===== src/rtl/dpb_pkg.sv =====
package dpb_pkg;

	// Field widths
	localparam int COORD_W   = 12;
	localparam int DEPTH_W   = 16;
	localparam int CFG_W     = 16;
	localparam int STRIDE_W  = 4;
	localparam int COLOR_W   = 8;
	localparam int POINT_W   = 24;
	localparam int FRAC_PIX  = 4;
	localparam int POS_W     = COORD_W + FRAC_PIX;
	localparam int CFG_IDX_W = 3;

	// Columns at or above this are dropped
	localparam int unsigned MAX_IMAGE_WIDTH = 4096;

	// Divider: 32-bit product plus rounding half gives a 33-bit dividend
	localparam int NUM_W      = CFG_W + DEPTH_W;
	localparam int NUMER_W    = NUM_W + 1;
	localparam int QUO_W      = POINT_W;
	localparam int DIV_STAGES = NUMER_W;

	// Divisibility test: n % s == 0 iff (n * ceil(2^24/s)) mod 2^24 < ceil(2^24/s)
	localparam int MOD_W   = 24;
	localparam int RECIP_W = MOD_W + 1;

	// Saturation limits of the signed Q16.8 coordinates
	localparam logic [POINT_W-1:0] POS_MAX = {1'b0, {(POINT_W-1){1'b1}}};
	localparam logic [POINT_W-1:0] NEG_MIN = {1'b1, {(POINT_W-1){1'b0}}};

	// Register reset values
	localparam logic [CFG_W-1:0]    RST_CENTER_X   = 16'd5120;
	localparam logic [CFG_W-1:0]    RST_CENTER_Y   = 16'd3840;
	localparam logic [CFG_W-1:0]    RST_FOCAL_X    = 16'd8400;
	localparam logic [CFG_W-1:0]    RST_FOCAL_Y    = 16'd8400;
	localparam logic [CFG_W-1:0]    RST_DEPTH_LOW  = 16'd128;
	localparam logic [CFG_W-1:0]    RST_DEPTH_HIGH = 16'd33280;
	localparam logic [STRIDE_W-1:0] RST_STRIDE     = 4'd3;

	// Register indexes
	typedef enum logic [CFG_IDX_W-1:0] {
		REG_CENTER_X   = 3'd0,
		REG_CENTER_Y   = 3'd1,
		REG_FOCAL_X    = 3'd2,
		REG_FOCAL_Y    = 3'd3,
		REG_DEPTH_LOW  = 3'd4,
		REG_DEPTH_HIGH = 3'd5,
		REG_STRIDE     = 3'd6
	} dpb_reg_t;

	typedef struct packed {
		logic [CFG_W-1:0]    center_x;
		logic [CFG_W-1:0]    center_y;
		logic [CFG_W-1:0]    focal_x;
		logic [CFG_W-1:0]    focal_y;
		logic [CFG_W-1:0]    depth_low_limit;
		logic [CFG_W-1:0]    depth_high_limit;
		logic [STRIDE_W-1:0] sample_stride;
	} dpb_cfg_t;

	// One axis on its way into the divider
	typedef struct packed {
		logic               neg;
		logic               zero;
		logic [NUMER_W-1:0] numer;
	} dpb_axis_t;

	typedef struct packed {
		dpb_axis_t          x;
		dpb_axis_t          y;
		logic [DEPTH_W-1:0] depth;
		logic [COLOR_W-1:0] blue;
		logic [COLOR_W-1:0] green;
		logic [COLOR_W-1:0] red;
	} dpb_item_t;

	// Partial division state; sat collects quotient bits above the output width
	typedef struct packed {
		logic [CFG_W-1:0] rem;
		logic [QUO_W-1:0] quo;
		logic             sat;
	} dpb_divst_t;

	// ceil(2^24 / stride); stride zero acts as one
	function automatic logic [RECIP_W-1:0] stride_recip(input logic [STRIDE_W-1:0] s);
		logic [RECIP_W-1:0] r;
		case (s)
			4'd2:    r = 25'd8388608;
			4'd3:    r = 25'd5592406;
			4'd4:    r = 25'd4194304;
			4'd5:    r = 25'd3355444;
			4'd6:    r = 25'd2796203;
			4'd7:    r = 25'd2396746;
			4'd8:    r = 25'd2097152;
			4'd9:    r = 25'd1864136;
			4'd10:   r = 25'd1677722;
			4'd11:   r = 25'd1525202;
			4'd12:   r = 25'd1398102;
			4'd13:   r = 25'd1290556;
			4'd14:   r = 25'd1198373;
			4'd15:   r = 25'd1118482;
			default: r = 25'd16777216;
		endcase
		return r;
	endfunction

endpackage


===== src/rtl/dpb_emit.sv =====
// Sign and saturation, then the output register.
module dpb_emit (
	input  logic                               clk,
	input  logic                               arst_n,
	input  logic                               en,
	input  logic                               in_valid,
	input  dpb_pkg::dpb_item_t                 in_item,
	input  dpb_pkg::dpb_divst_t                qx,
	input  dpb_pkg::dpb_divst_t                qy,
	output logic                               out_valid,
	output logic signed [dpb_pkg::POINT_W-1:0] point_x,
	output logic signed [dpb_pkg::POINT_W-1:0] point_y,
	output logic [dpb_pkg::DEPTH_W-1:0]        point_z,
	output logic [dpb_pkg::COLOR_W-1:0]        blue_out,
	output logic [dpb_pkg::COLOR_W-1:0]        green_out,
	output logic [dpb_pkg::COLOR_W-1:0]        red_out
);
	import dpb_pkg::*;

	logic               valid_q;
	logic [POINT_W-1:0] x_q, y_q;
	logic [DEPTH_W-1:0] z_q;
	logic [COLOR_W-1:0] blue_q, green_q, red_q;

	// Apply the sign to the magnitude and clamp to signed Q16.8
	function automatic logic [POINT_W-1:0] finish_axis(input dpb_axis_t a, input dpb_divst_t q);
		logic [POINT_W-1:0] r;
		if (a.zero) begin
			r = '0;
		end else if (a.neg) begin
			if (q.sat || (q.quo[QUO_W-1] && (q.quo[QUO_W-2:0] != '0))) begin
				r = NEG_MIN;
			end else begin
				r = POINT_W'(0) - q.quo;
			end
		end else if (q.sat || q.quo[QUO_W-1]) begin
			r = POS_MAX;
		end else begin
			r = q.quo;
		end
		return r;
	endfunction

	always_ff @(posedge clk or negedge arst_n) begin
		if (!arst_n) begin
			valid_q <= 1'b0;
		end else if (en) begin
			valid_q <= in_valid;
		end
	end

	always_ff @(posedge clk) begin
		if (en) begin
			x_q     <= finish_axis(in_item.x, qx);
			y_q     <= finish_axis(in_item.y, qy);
			z_q     <= in_item.depth;
			blue_q  <= in_item.blue;
			green_q <= in_item.green;
			red_q   <= in_item.red;
		end
	end

	assign out_valid = valid_q;
	assign point_x   = signed'(x_q);
	assign point_y   = signed'(y_q);
	assign point_z   = z_q;
	assign blue_out  = blue_q;
	assign green_out = green_q;
	assign red_out   = red_q;

endmodule


===== config.mk =====
export PLATFORM = sky130hd
export DESIGN_NAME = dpb_emit
export DESIGN_NICKNAME = d
export VERILOG_FILES = /design/src/rtl/dpb_pkg.sv /design/src/rtl/dpb_emit.sv
export SDC_FILE = /design/constraint.sdc
export NUM_CORES = 1
export LEC_CHECK = 0
export ABC_AREA = 1
export BUFFER_PORTS_ARGS = -buffer_cell sky130_fd_sc_hd__buf_2
export CAP_MARGIN = 10
export CORE_MARGIN = 5
export CORE_UTILIZATION = 47
export DETAILED_ROUTE_END_ITERATION = 10
export PLACE_DENSITY = 0.84
export SETUP_SLACK_MARGIN = 0.5
export SLEW_MARGIN = 20
export SYNTH_ARGS = -nofsm -noshare
export SYNTH_HDL_FRONTEND = slang
export SYNTH_SLANG_ARGS = --single-unit

===== constraint.sdc =====
create_clock -name clk -period 1.6 [get_ports clk]
set_clock_uncertainty 0.1 [all_clocks]
set_input_delay 0.32 -clock clk [delete_from_list [all_inputs] [get_ports clk]]
set_output_delay 0.32 -clock clk [all_outputs]
set_load 0.01 [all_outputs]

# After elaboration in Yosys (flattened, before gate mapping)
# Index checks and enable logic that the tools add are counted.
[classes]
muxes = 6
reduce_logical = 8
addsub = 2
[ops]
columns = ["op", "count"]
rows = [
  ["2-to-1 mux 24 bit", 6],
  ["subtractor 1 x 24 -> 24 bit (first input constant)", 2],
  ["nonzero test 23 bit", 2],
  ["logical OR 1 bit", 4],
  ["logical AND 1 bit", 2],
]
[word_totals]
regBits = 89
output_inout_bits = 89
inputBits = 196

# Longest topological paths before layout
[depth]
depth_word = 5
ltp_mapped = 10
mapped_depth_nobuf = 10

# Least setup slack after synthesis
# Ideal clock, no wire load.
[synth_timing]
path_type = "input-to-reg"
start = "in qx[1] (netlist bit)"
end = "reg x_q[8], in the netlist point_x[8] (data pin)"
arrival_ps = 1468
n_path_buf = 1
required_ps = 1358
setup_time_ps = 142
path_stages = 9
path_slack_ps = -110
path_cell_list = "inv_1 -> ha_1 -> nand2_2 -> nor2_8 -> nand3_4 -> a21oi_4 -> buf_6 -> nand2_1 -> a21oi_2"
[synth_via]
elab_chain_cells = 5
[synth_lines]
columns = ["element", "line", "source"]
rows = [
  ["from (decl)", "dpb_emit.sv:8", "input dpb_pkg::dpb_divst_t qx,"],
  ["parallel branches: the longest is 3 deep, another holds subtractor 1 x 24 -> 24 bit", "--", ""],
  ["2-to-1 mux 24 bit (*)", "dpb_emit.sv:31", "if (q.sat || (q.quo[QUO_W-1] && (q.quo[QUO_W-2:0] != '0))) begin"],
  ["2-to-1 mux 24 bit (*)", "dpb_emit.sv:30", "end else if (a.neg) begin"],
  ["to (signal assigned)", "dpb_emit.sv:54", "x_q <= finish_axis(in_item.x, qx);"],
  ["to (decl)", "dpb_emit.sv:21", "logic [POINT_W-1:0] x_q, y_q;"],
]
# Mark *: on every way between the ends.
# A chain may end at the register's enable or synchronous reset.

# Worst setup path in the final report
[layout_timing]
start = "in qx[3] (netlist bit)"
end = "reg x_q[3], in the netlist point_x[3] (data pin)"
# The elaborated chain is that of the path after synthesis.

==> results by group <==
Min path
  – Min-Delay Path Class: input pin to flop
  – Hold path startpoint: in_item[30]

Floorplanning
  – DIE AREA: 12300 µm²
  – Die Height: 111 µm
  – Ports: 285
  – Initial core utilization: 0.485
  – Width of the die: 111 µm
  – Cell Rows: 36
  – Core Area: 9860 µm²

Flow run
  – Max-cap violations: 0

GRT
  – Vias in the first global route: 5140
  – First-pass GRT wire length: 25900 µm
  – Grt met2 use: 0.467
  – Met3 usage: 0.0551
  – GRT Total Usage: 0.262
  – Initial antenna violation count: 0
  – GR Overflow Total: 0
  – Met1 Resource Use GR: 0.295
  – Largest net degree at the start of global routing: 33
  – Gr busiest metal: met2

Setup path
  – CP required: 1.71 ns
  – Worst setup EP type: flop
  – Worst EP arrival: 1.63 ns
  – CP Launch Point: qx[3]
  – Crit-path max FO: 4
  – Crit Path Class: input pin to flop
  – Reg-to-Reg Start: out_valid
  – Setup crit start kind: input pin

Finish
  – Final Util: 0.800
  – Antenna cells: 0
  – Layout cells sized above 1: 0.573
  – Most frequent cells in the layout: 172 x buf_2, 104 x buf_4, 88 x edfxtp_1
  – Nets: 1030
  – Area growth syn-to-layout: 64.9%
  – Commonest non-fill, non-tap cell in the layout: buf_2

Clock network
  – Clk sinks: 89
  – Root buffer cell: clkbuf_8
  – Htree depth: 3
  – CTS tree: built
  – Worst skew pair latency: 0.37 ns
  – CTS Buf Count: 9
  – Clock slew at reported path FFs: 0.11 ns
  – Clk buf depth: 2

Timing
  – Crit share post-route: 0.947
  – Setup slack after layout: 0.0856 ns
  – Max-Slew Margin vs Limit: 0.521
  – Max Slew Vio Count: 0
  – Worst slew pin tran: 0.718 ns
  – RSZ-0062 raised after global routing: yes
  – Final setup vio count: 0
  – Final min period: 1.51 ns
  – Final hold violations: 0
  – Fmax: 660 MHz

Routing
  – DR WL/cell: 19.9 µm
  – Final ANT Viol Nets: 0
  – Drt total wl: 19300 µm
  – DR vias/cell: 5.66
  – Vias: 5493
  – TritonRoute pass-1 iters: 6
  – DR iter-0 viols: 510
  – Drt drc: 0

Placement
  – Port Buffer Count: 186
  – Final HPWL DP: 11400 µm
  – RePlAce Congestion: 0.889
  – Dpl ws: -0.219 ns

Power and ir drop
  – Leak: 3.45 nW
  – Peak supply drop: 467 µV
  – P_int: 3.96 mW
  – Comb pwr share: 0.236
  – Sw Pwr: 1.79 mW
  – Power per cell area: 729 nW/µm²
  – Clock Power Share: 0.272
  – Seq pwr share: 0.492
  – Sw frac: 0.311

Synthesis
  – Average cell area after synthesis: 9.16 µm²
  – Post-synthesis sequential area ratio: 0.557
  – Netlist Area Pre-Place: 4790 µm²
  – Area contributors post-synth: edfxtp_1 55%, nand2_1 9.1%, nor2_1 5.6%
  – Netlist cell types: 29
  – Synth top area share: 0.552
  – Number of synthesized register bits: 89
  – Cell taking the most area after synthesis: edfxtp_1
  – Cells after Synth: 523
  – YS warnings: 0
  – Syn Nets: 721

Run status
  – Status: completed
## registers in the layout, indices dropped and copies added (netlist names)
name,cells
blue_out,8
green_out,8
out_valid,1
point_x,24
point_y,24
point_z,16
red_out,8
## metrics by stage
step           setup TNS (ns)  cell area (µm²)  hold WS (ns)  std cells  total power, mW
2_1_floorplan               0             4950       -0.0756        523             3.29
3_3_place_gp            -5.46             6710      -0.00259        922             3.90
3_5_place_dp            -6.81             6710       0.00219        922             3.94
4_1_cts                     0             7480       0.00217        957             5.55
5_1_grt                     0             7900      -0.00841        970             5.96
6_report                    0             7900       0.00697        970             5.75
## synthesized netlist by cell type (all sizes together)
master,n
a21oi,48
and2,1
buf,4
clkbuf,13
dfrtp,1
edfxtp,88
ha,2
inv,42
mux2,1
nand2,122
nand3,29
nand3b,6
nand4,21
nor2,80
o21ai,42
o21bai,2
or2,1
xnor2,4
xor2,16
## power by group through the flow
stage | registers (mW) | clock network, mW | logic (mW)
CTS | 2.82 | 1.54 | 1.19
detailed placement | 2.87 | 0 | 1.06
global placement | 2.86 | 0 | 1.04
global route | 2.85 | 1.68 | 1.43
floorplan | 2.98 | 0 | 0.307
finish | 2.83 | 1.56 | 1.36
## kinds of logic after synthesis
kind of cell	Yosys count	synth area share
buffers and inverters	59	0.0496
and+or+nand+nor	260	0.246
xor gates and xnor gates	20	0.0366
AOI/OAI and AO/OA	92	0.103
DFF	89	0.557
adders and majority gates	2	0.00523
muxes	1	0.00235
## final cells by class
cell class	instances	area [µm²]
clock buffer	9	124
clock inverter	7	67.6
fill	533	1970
inverter	42	203
multi-input combinational	376	2570
sequential	89	2670
tap	133	166
timing repair buffer	314	2100
## routing by layer
layer	routed length [µm]	vias to the layer above	share of wire
met3	1560	114	0.081
met1	6500	2570	0.34
met4	1200	0	0.062
li1	-	2413	-
met5	0	-	0
met2	10000	396	0.52
## repair_timing
item                                   in CTS  in global routing
buffers inserted                           14                  5
hold buffers                                1                  8
gates resized for setup                   124                 89
cloned                                      4                  0
pin swaps                                  62                 71
endpoints found under the hold margin       1                  8
setup endpoints to repair                 137                137
## worst max-delay path, cell delays in order
cell and delay (ns):
buf_2 0.15, nor2_4 0.16, nand2_4 0.10, nor2_8 0.12
nand3_4 0.11, a21oi_4 0.25, buf_6 0.17, nand2_1 0.06
a21oi_1 0.17
## final timing paths
check,end,slack [ns],cells past startpoint
min in group asynchronous,out_valid,0.13,2
setup / recovery,point_x[3],0.09,9
setup reg to reg,out_valid,0.72,1
max in group asynchronous,out_valid,1.18,2
hold / removal,point_z[6],0.007,1
hold reg to reg,out_valid,0.45,1
Power figures use the tool's default switching activity.
