`src/rtl/dpb_pkg.sv`:
```
package dpb_pkg;

	// Field widths
	localparam int COORD_W   = 12;
	localparam int DEPTH_W   = 16;
	localparam int CFG_W     = 16;
	localparam int STRIDE_W  = 4;
	localparam int COLOR_W   = 8;
	localparam int POINT_W   = 24;
	localparam int FRAC_PIX  = 4;
	localparam int POS_W     = COORD_W + FRAC_PIX;
	localparam int CFG_IDX_W = 3;

	// Columns at or above this are dropped
	localparam int unsigned MAX_IMAGE_WIDTH = 4096;

	// Divider: 32-bit product plus rounding half gives a 33-bit dividend
	localparam int NUM_W      = CFG_W + DEPTH_W;
	localparam int NUMER_W    = NUM_W + 1;
	localparam int QUO_W      = POINT_W;
	localparam int DIV_STAGES = NUMER_W;

	// Divisibility test: n % s == 0 iff (n * ceil(2^24/s)) mod 2^24 < ceil(2^24/s)
	localparam int MOD_W   = 24;
	localparam int RECIP_W = MOD_W + 1;

	// Saturation limits of the signed Q16.8 coordinates
	localparam logic [POINT_W-1:0] POS_MAX = {1'b0, {(POINT_W-1){1'b1}}};
	localparam logic [POINT_W-1:0] NEG_MIN = {1'b1, {(POINT_W-1){1'b0}}};

	// Register reset values
	localparam logic [CFG_W-1:0]    RST_CENTER_X   = 16'd5120;
	localparam logic [CFG_W-1:0]    RST_CENTER_Y   = 16'd3840;
	localparam logic [CFG_W-1:0]    RST_FOCAL_X    = 16'd8400;
	localparam logic [CFG_W-1:0]    RST_FOCAL_Y    = 16'd8400;
	localparam logic [CFG_W-1:0]    RST_DEPTH_LOW  = 16'd128;
	localparam logic [CFG_W-1:0]    RST_DEPTH_HIGH = 16'd33280;
	localparam logic [STRIDE_W-1:0] RST_STRIDE     = 4'd3;

	// Register indexes
	typedef enum logic [CFG_IDX_W-1:0] {
		REG_CENTER_X   = 3'd0,
		REG_CENTER_Y   = 3'd1,
		REG_FOCAL_X    = 3'd2,
		REG_FOCAL_Y    = 3'd3,
		REG_DEPTH_LOW  = 3'd4,
		REG_DEPTH_HIGH = 3'd5,
		REG_STRIDE     = 3'd6
	} dpb_reg_t;

	typedef struct packed {
		logic [CFG_W-1:0]    center_x;
		logic [CFG_W-1:0]    center_y;
		logic [CFG_W-1:0]    focal_x;
		logic [CFG_W-1:0]    focal_y;
		logic [CFG_W-1:0]    depth_low_limit;
		logic [CFG_W-1:0]    depth_high_limit;
		logic [STRIDE_W-1:0] sample_stride;
	} dpb_cfg_t;

	// One axis on its way into the divider
	typedef struct packed {
		logic               neg;
		logic               zero;
		logic [NUMER_W-1:0] numer;
	} dpb_axis_t;

	typedef struct packed {
		dpb_axis_t          x;
		dpb_axis_t          y;
		logic [DEPTH_W-1:0] depth;
		logic [COLOR_W-1:0] blue;
		logic [COLOR_W-1:0] green;
		logic [COLOR_W-1:0] red;
	} dpb_item_t;

	// Partial division state; sat collects quotient bits above the output width
	typedef struct packed {
		logic [CFG_W-1:0] rem;
		logic [QUO_W-1:0] quo;
		logic             sat;
	} dpb_divst_t;

	// ceil(2^24 / stride); stride zero acts as one
	function automatic logic [RECIP_W-1:0] stride_recip(input logic [STRIDE_W-1:0] s);
		logic [RECIP_W-1:0] r;
		case (s)
			4'd2:    r = 25'd8388608;
			4'd3:    r = 25'd5592406;
			4'd4:    r = 25'd4194304;
			4'd5:    r = 25'd3355444;
			4'd6:    r = 25'd2796203;
			4'd7:    r = 25'd2396746;
			4'd8:    r = 25'd2097152;
			4'd9:    r = 25'd1864136;
			4'd10:   r = 25'd1677722;
			4'd11:   r = 25'd1525202;
			4'd12:   r = 25'd1398102;
			4'd13:   r = 25'd1290556;
			4'd14:   r = 25'd1198373;
			4'd15:   r = 25'd1118482;
			default: r = 25'd16777216;
		endcase
		return r;
	endfunction

endpackage

```
`src/rtl/dpb_front.sv`:
```
// Front end: pixel filter, offset from principal point, depth product, rounding half.
module dpb_front (
	input  logic                          clk,
	input  logic                          arst_n,
	input  logic                          en,
	input  logic                          in_valid,
	input  logic [dpb_pkg::COORD_W-1:0]   row,
	input  logic [dpb_pkg::COORD_W-1:0]   column,
	input  logic [dpb_pkg::DEPTH_W-1:0]   depth,
	input  logic [dpb_pkg::COLOR_W-1:0]   blue,
	input  logic [dpb_pkg::COLOR_W-1:0]   green,
	input  logic [dpb_pkg::COLOR_W-1:0]   red,
	input  dpb_pkg::dpb_cfg_t             cfg,
	output logic                          out_valid,
	output dpb_pkg::dpb_item_t            out_item
);
	import dpb_pkg::*;

	// Stage 1 inputs
	logic [POS_W-1:0]           pos_x, pos_y;
	logic                       neg_x, neg_y;
	logic [CFG_W-1:0]           diff_x, diff_y;
	logic [RECIP_W-1:0]         recip;
	logic [COORD_W+RECIP_W-1:0] row_prod, col_prod;
	logic                       depth_ok;

	// Stage registers
	logic                 valid_s1, valid_s2, valid_s3;
	logic                 neg_x_s1, neg_y_s1, depth_ok_s1;
	logic [CFG_W-1:0]     diff_x_s1, diff_y_s1;
	logic [MOD_W-1:0]     row_mod_s1, col_mod_s1;
	logic [RECIP_W-1:0]   recip_s1;
	logic [DEPTH_W-1:0]   depth_s1, depth_s2;
	logic [COLOR_W-1:0]   blue_s1, green_s1, red_s1;
	logic [COLOR_W-1:0]   blue_s2, green_s2, red_s2;
	logic                 neg_x_s2, neg_y_s2;
	logic [NUM_W-1:0]     num_x_s2, num_y_s2;
	dpb_item_t            item_s3;
	logic                 keep;

	// Offsets from the principal point, magnitude and sign
	assign pos_x  = {column, {FRAC_PIX{1'b0}}};
	assign pos_y  = {row, {FRAC_PIX{1'b0}}};
	assign neg_x  = pos_x < cfg.center_x;
	assign neg_y  = pos_y < cfg.center_y;
	assign diff_x = neg_x ? (cfg.center_x - pos_x) : (pos_x - cfg.center_x);
	assign diff_y = neg_y ? (cfg.center_y - pos_y) : (pos_y - cfg.center_y);

	// Reciprocal products for the stride test
	assign recip    = stride_recip(cfg.sample_stride);
	assign row_prod = {{RECIP_W{1'b0}}, row} * {{COORD_W{1'b0}}, recip};
	assign col_prod = {{RECIP_W{1'b0}}, column} * {{COORD_W{1'b0}}, recip};

	// Depth window and image width
	assign depth_ok = (depth >= cfg.depth_low_limit) && (depth <= cfg.depth_high_limit)
		&& (32'(column) < MAX_IMAGE_WIDTH);

	// Stride divisibility on both coordinates
	assign keep = depth_ok_s1 && ({1'b0, row_mod_s1} < recip_s1)
		&& ({1'b0, col_mod_s1} < recip_s1);

	// Valid bits; filtered pixels turn into bubbles at stage 2
	always_ff @(posedge clk or negedge arst_n) begin
		if (!arst_n) begin
			valid_s1 <= 1'b0;
			valid_s2 <= 1'b0;
			valid_s3 <= 1'b0;
		end else if (en) begin
			valid_s1 <= in_valid;
			valid_s2 <= valid_s1 && keep;
			valid_s3 <= valid_s2;
		end
	end

	// Payload
	always_ff @(posedge clk) begin
		if (en) begin
			// stage 1
			neg_x_s1    <= neg_x;
			neg_y_s1    <= neg_y;
			diff_x_s1   <= diff_x;
			diff_y_s1   <= diff_y;
			depth_ok_s1 <= depth_ok;
			row_mod_s1  <= row_prod[MOD_W-1:0];
			col_mod_s1  <= col_prod[MOD_W-1:0];
			recip_s1    <= recip;
			depth_s1    <= depth;
			blue_s1     <= blue;
			green_s1    <= green;
			red_s1      <= red;
			// stage 2: exact offset times depth
			neg_x_s2    <= neg_x_s1;
			neg_y_s2    <= neg_y_s1;
			num_x_s2    <= NUM_W'(diff_x_s1) * NUM_W'(depth_s1);
			num_y_s2    <= NUM_W'(diff_y_s1) * NUM_W'(depth_s1);
			depth_s2    <= depth_s1;
			blue_s2     <= blue_s1;
			green_s2    <= green_s1;
			red_s2      <= red_s1;
			// stage 3: add half the focal length for round to nearest
			item_s3.x.neg   <= neg_x_s2;
			item_s3.x.zero  <= (num_x_s2 == '0);
			item_s3.x.numer <= {1'b0, num_x_s2} + NUMER_W'(cfg.focal_x >> 1);
			item_s3.y.neg   <= neg_y_s2;
			item_s3.y.zero  <= (num_y_s2 == '0);
			item_s3.y.numer <= {1'b0, num_y_s2} + NUMER_W'(cfg.focal_y >> 1);
			item_s3.depth   <= depth_s2;
			item_s3.blue    <= blue_s2;
			item_s3.green   <= green_s2;
			item_s3.red     <= red_s2;
		end
	end

	assign out_valid = valid_s3;
	assign out_item  = item_s3;

endmodule

```
`config.mk`:
```
export PLATFORM = sky130hd
export DESIGN_NAME = dpb_front
export DESIGN_NICKNAME = d
export VERILOG_FILES = /design/src/rtl/dpb_pkg.sv /design/src/rtl/dpb_front.sv
export SDC_FILE = /design/constraint.sdc
export NUM_CORES = 2
export LEC_CHECK = 0
export BUFFER_PORTS_ARGS = -buffer_cell sky130_fd_sc_hd__buf_2
export CAP_MARGIN = 0
export CORE_MARGIN = 2
export CORE_UTILIZATION = 28
export DETAILED_ROUTE_END_ITERATION = 12
export MAX_ROUTING_LAYER = met4
export PLACE_DENSITY = 0.49
export SYNTH_ARGS = -nofsm -noshare
export SYNTH_HDL_FRONTEND = slang
export SYNTH_SLANG_ARGS = --single-unit
```
`constraint.sdc`:
```
create_clock -name clk -period 5.8 [get_ports clk]
set_input_delay 1.16 -clock clk [delete_from_list [all_inputs] [get_ports clk]]
set_output_delay 1.16 -clock clk [all_outputs]
set_load 0.05 [all_outputs]
```
# Word level (Yosys, flattened, before mapping)
# Memory sizes are Yosys's and may differ from the RTL's.
# Index checks and enable logic that the tools add are counted.
[word_totals] regBits=367 mem_bits_ro=400 in_bits=168 output_inout_bits=111 word_cells=58 n_memories=1
[classes] addsub=6 multipliers=4 magnitude_cmp=6 n_mux=2 n_reduce_logical=6
[mem_list] name="(no name shown)" words=16 width=25 rd=1 rd_clocked_by_memory_dff=0 wr=0 line="dpb_pkg.sv:87" source="case (s)"
[op_table] cell="$add 32x15->33" n=2
[op_table] cell="$logic_not 32->1" n=2
[op_table] cell="$mul 16x16->32" n=2
[op_table] cell="$sub 16x16->16" n=4
[op_table] cell="$lt 24x25->1" n=2
[op_table] cell="$mul 12x25->24" n=2
[op_table] cell="$lt 16x16->1" n=2
[op_table] cell="$mux 16" n=2
[op_table] cell="$ge 16x16->1" n=1
[op_table] cell="$le 16x16->1" n=1
[op_table] cell="$logic_and 1x1->1" n=4

# Depth between registers and ports, before layout
[logic_depth] depth_word=4 ltp_mapped=27 ltp_nobuf=26

# Worst setup path before layout
# No wires, ideal clock.
[synth_path] path_type="input to register" from="in cfg[0] (netlist name)" to="reg col_mod_s1[23], data pin" setup_time_ps=260 arrival_time_ps=6955 required_time_ps=5540 slack_ps=-1415 cell_stages=24 n_path_buf=1 cell_sequence="inv_1 ha_1 nand2_1 o22ai_1 clkbuf_1 and2_1 fa_1 fa_1 inv_1 fa_1 inv_1 fa_1 inv_1 fa_1 inv_1 ha_1 or3_4 o311a_4 o2111ai_2 a31oi_1 and4_4 a2111oi_4 a21oi_2 xnor2_1"
[synth_between] elab_chain_len=2
[synth_rtl] item="start: declaration" line="dpb_front.sv:13" source="input dpb_pkg::dpb_cfg_t cfg,"
[synth_rtl] item="$mem_v2 16x25"
[synth_rtl] item="$mul 12x25->24" line="dpb_front.sv:52" source="assign col_prod = {{RECIP_W{1'b0}}, column} * {{COORD_W{1'b0}}, recip};"
[synth_rtl] item="net col_prod[23]" line="dpb_front.sv:24" source="logic [COORD_W+RECIP_W-1:0] row_prod, col_prod;"
[synth_rtl] item="end signal: assignment" line="dpb_front.sv:85" source="col_mod_s1 <= col_prod[MOD_W-1:0];"
[synth_rtl] item="end: declaration" line="dpb_front.sv:31" source="logic [MOD_W-1:0] row_mod_s1, col_mod_s1;"
# The timed path passes the listed nets, and every way through them passes these cells.
# A chain may end at the register's enable or synchronous reset.

# Worst setup path after layout
[layout_path] from="in cfg[1] (netlist name)" to="reg col_mod_s1[21], data pin"
# The elaborated chain is that of the path after synthesis.

==> metrics.md <==
| Metric | Value |
|---|---|
| Run status | finished with violations |
| Violated checks | setup timing |
| First-iteration detailed-routing DRC count | 1821 |
| Clk sinks | 364 |
| Measured slew at the worst slew-check pin | approximately 1.1 ns |
| Delay of the slowest cell on the worst path | between 0.5 and 0.6 ns |
| Die width | 411 um |
| TritonCTS Buffers | just under 50 |
| Multi-input gate area | between 0.03 and 0.04 mm2 |
| IO Count | approximately 280 |
| Count of different cell masters after synthesis | between 80 and 90 |
| Warning count from the yosys run | 0 |
| TritonCTS clock tree | done |
| Critical setup path kind | in -> reg |
| Post-route DRC violation count | 0 |
| Maximum number of pins on one net before global-route repair | ~120 |
| Layout cell share with drive strength beyond 1 | 0.240 |
| Non-filler cells, final | around 7700 |
| Via count of the first global-routing pass | 37142 |
| Startpoint kind of the worst setup timing path | primary input |
| Crit Path Max Fanout | 5 |
| Final Hold Slack | 0.332 ns |
| Global-route wire length before repair | 213000 um |
| Largest delay contributor family on the critical path | adder cells |
| Most frequent standard cell in the layout excluding fill and tap cells | inv_1 |
| Mean instance size in the synthesized netlist | 9.92 um2 |
| Routed wirelength normalized by instance count | about 18 um |
| Kind of path behind the tightest hold check | in -> async |
| Via-to-Cell Ratio | 4.47 |
| Required time reported for the critical path endpoint | about 6 ns |
| Share of synthesized area occupied by flip-flops and latches | 0.235 |
| Total number of placement rows | roughly 150 |
| Total congestion overflow | 0 |
| Hpwl dp | ~110000 um |
| Hold-fix buffers at CTS | 0 |
| Number of storage elements in the synthesis netlist | between 300 and 400 |
| Number of detailed-route iterations in the first pass | 5 |
| Total vias in the final route | 34605 |
| Fmax | between 150 and 200 MHz |
| Buffer depth of the longest clock path | 3 |
| Max Clock Skew | around 0.027 ns |
| Count of final setup violators | 40 |
| Bufs and invs on worst path | 10 |
| Post-layout net count | approximately 6800 |
| Leading cell types in the layout, fill and taps excluded | inv_1, fa_1, nand2_1, buf_4, ha_1 |
| Register-to-register path setup slack | -0.37 ns |
| Critical Path AT | ~6.7 ns |
| Final core utilization | 0.357 |
| Post-route minimum period | 6.30 ns |
| Endpoint of the worst register-to-register path | num_y_s2[28] |
| Clock transition time at the flip-flop clock pins of the worst setup and hold paths | about 0.06 ns |
| Total count of hold-check failures in the final report | 0 |
| RSZ-0062 raised after global routing | true |
| Period Utilization, post-route | 1.09 |
| DRT antenna net count | 0 |
| Summed negative setup slack over all endpoints | -8.54 ns |
| Post-synthesis async set-or-reset flop share | 0.00824 |
| Post-synth EDFFs | between 300 and 400 |
| Root buffer cell | clkbuf_16 |
| Register Area | about 0.011 mm2 |
| Most frequently used flop master after synthesis | edfxtp_1 |
| Number of maximum-capacitance violations | 0 |
| Effective utilization at floorplan | 0.282 |
| Instance count after placement with tap cells included | ~7500 |
| Number of buffer cells added on primary ports | 276 |
| Standard cell with the maximum stage delay on the critical path | fa_1 |
| Final setup slack of the worst path | -0.499 ns |
| Worst slew margin relative to its limit | 0.273 |
| GRT Overall Usage | 0.168 |
| Post-Synthesis Cells | around 4700 |
| Total detailed-routing wirelength | 136000 um |
| Number of antenna violations at the first check in global routing | 23 |
| Die outline area | about 0.17 mm2 |
| Area growth, synth to finish | 26.7% |
| Die Span Y | slightly above 400 um |
| Startpoint of the worst-slack reg-to-reg timing path | depth_s1[6] |
| Max-slew violation count | 0 |
| Post-synthesis instance area | between 0.04 and 0.05 mm2 |
| Number of filler cells placed in the layout | 16867 |
| Placeable core region | between 0.15 and 0.2 mm2 |
| Worst-Skew Late Latency | about 0.65 ns |
| Routability Congestion | approximately 0.90 |
| Post-synth net total | around 6000 |
| Maximum level of the CTS H-tree | 2 |
| Reg2Reg Depth | 25 |
| Critical path capture point type | flop |
through the flow:
stage,worst slack (ns),instance area [um2]
finish,-0.499,58800
global route,-0.676,58800
CTS,-0.458,58200
detailed placement,-1.36,55000
global placement,-1.29,55000
floorplan,-0.862,47100
sequential cells by signal, summed over array words and instances (netlist names), 16 cells and up:
register    count
diff_y_s1      16
num_x_s2       32
depth_s1       16
row_mod_s1     24
depth_s2       16
recip_s1       22
out_item      110
num_y_s2       32
col_mod_s1     24
diff_x_s1      16
what timing repair did:
action,in CTS,in global routing
setup buffers,73,34
endpoints found under the setup margin,41,57
pin swaps,107,81
cloned,3,1
gates resized for setup,187,140
kinds of logic (layout without fill, tap and decap cells):
group	after synthesis	count (layout)	synth area share
AOI/OAI and AO/OA	442	442	0.0629
xor gates and xnor gates	206	206	0.0389
adders and majority gates	1161	1161	0.428
buffers and inverters	1136	1999	0.0922
DFF	364	364	0.235
muxes	17	18	0.00386
other	0	7	0
and+or+nand+nor	1352	1352	0.139
how the worst max path moves through the flow:
stage	from	end	slack [ns]	cells past startpoint
final	cfg[1]	col_mod_s1[21]	-0.50	28
after global routing	cfg[1]	col_mod_s1[21]	-0.68	28
after CTS	cfg[0]	col_mod_s1[23]	-0.46	29
after detailed placement	cfg[0]	row_mod_s1[22]	-1.36	24
after global placement	cfg[0]	row_mod_s1[22]	-1.29	23
after floorplan	cfg[0]	col_mod_s1[23]	-0.86	23
cell usage after synthesis (all sizes together), types with 32 or more instances:
| library cell | number | area [um2] |
|---|---|---|
| inv | 964 | 3620 |
| fa | 710 | 14200 |
| nand2 | 654 | 2450 |
| ha | 451 | 5640 |
| edfxtp | 361 | 10800 |
| and2 | 323 | 2020 |
| clkbuf | 159 | 597 |
| xnor2 | 153 | 1340 |
| nor2 | 133 | 499 |
| a21oi | 129 | 653 |
| o21ai | 86 | 434 |
| a21o | 58 | 435 |
| xor2 | 53 | 464 |
| nor3 | 37 | 190 |
| nand3 | 36 | 180 |
| and3 | 32 | 200 |
metal layers:
layer / global-route usage / routed length (um) / up-vias
met4: 0.0453 / 3850 / 0
met3: 0.0294 / 7400 / 172
met5: - / 0 / -
li1: - / - / 16318
met1: 0.215 / 60200 / 17373
met2: 0.275 / 64800 / 742
area by class of cell:
cell class,count,area share
Multi-Input combinational cell,3179,0.556
Clock inverter,39,0.00781
Antenna cell,7,0.000298
Timing Repair Buffer,943,0.121
Sequential cell,364,0.186
Clock buffer,52,0.0214
Tap cell,2189,0.0466
Inverter,965,0.0619
Power is left out: the tool's default activity adds up to more than one toggle a clock period on the data nets, which glitch-free logic cannot reach.
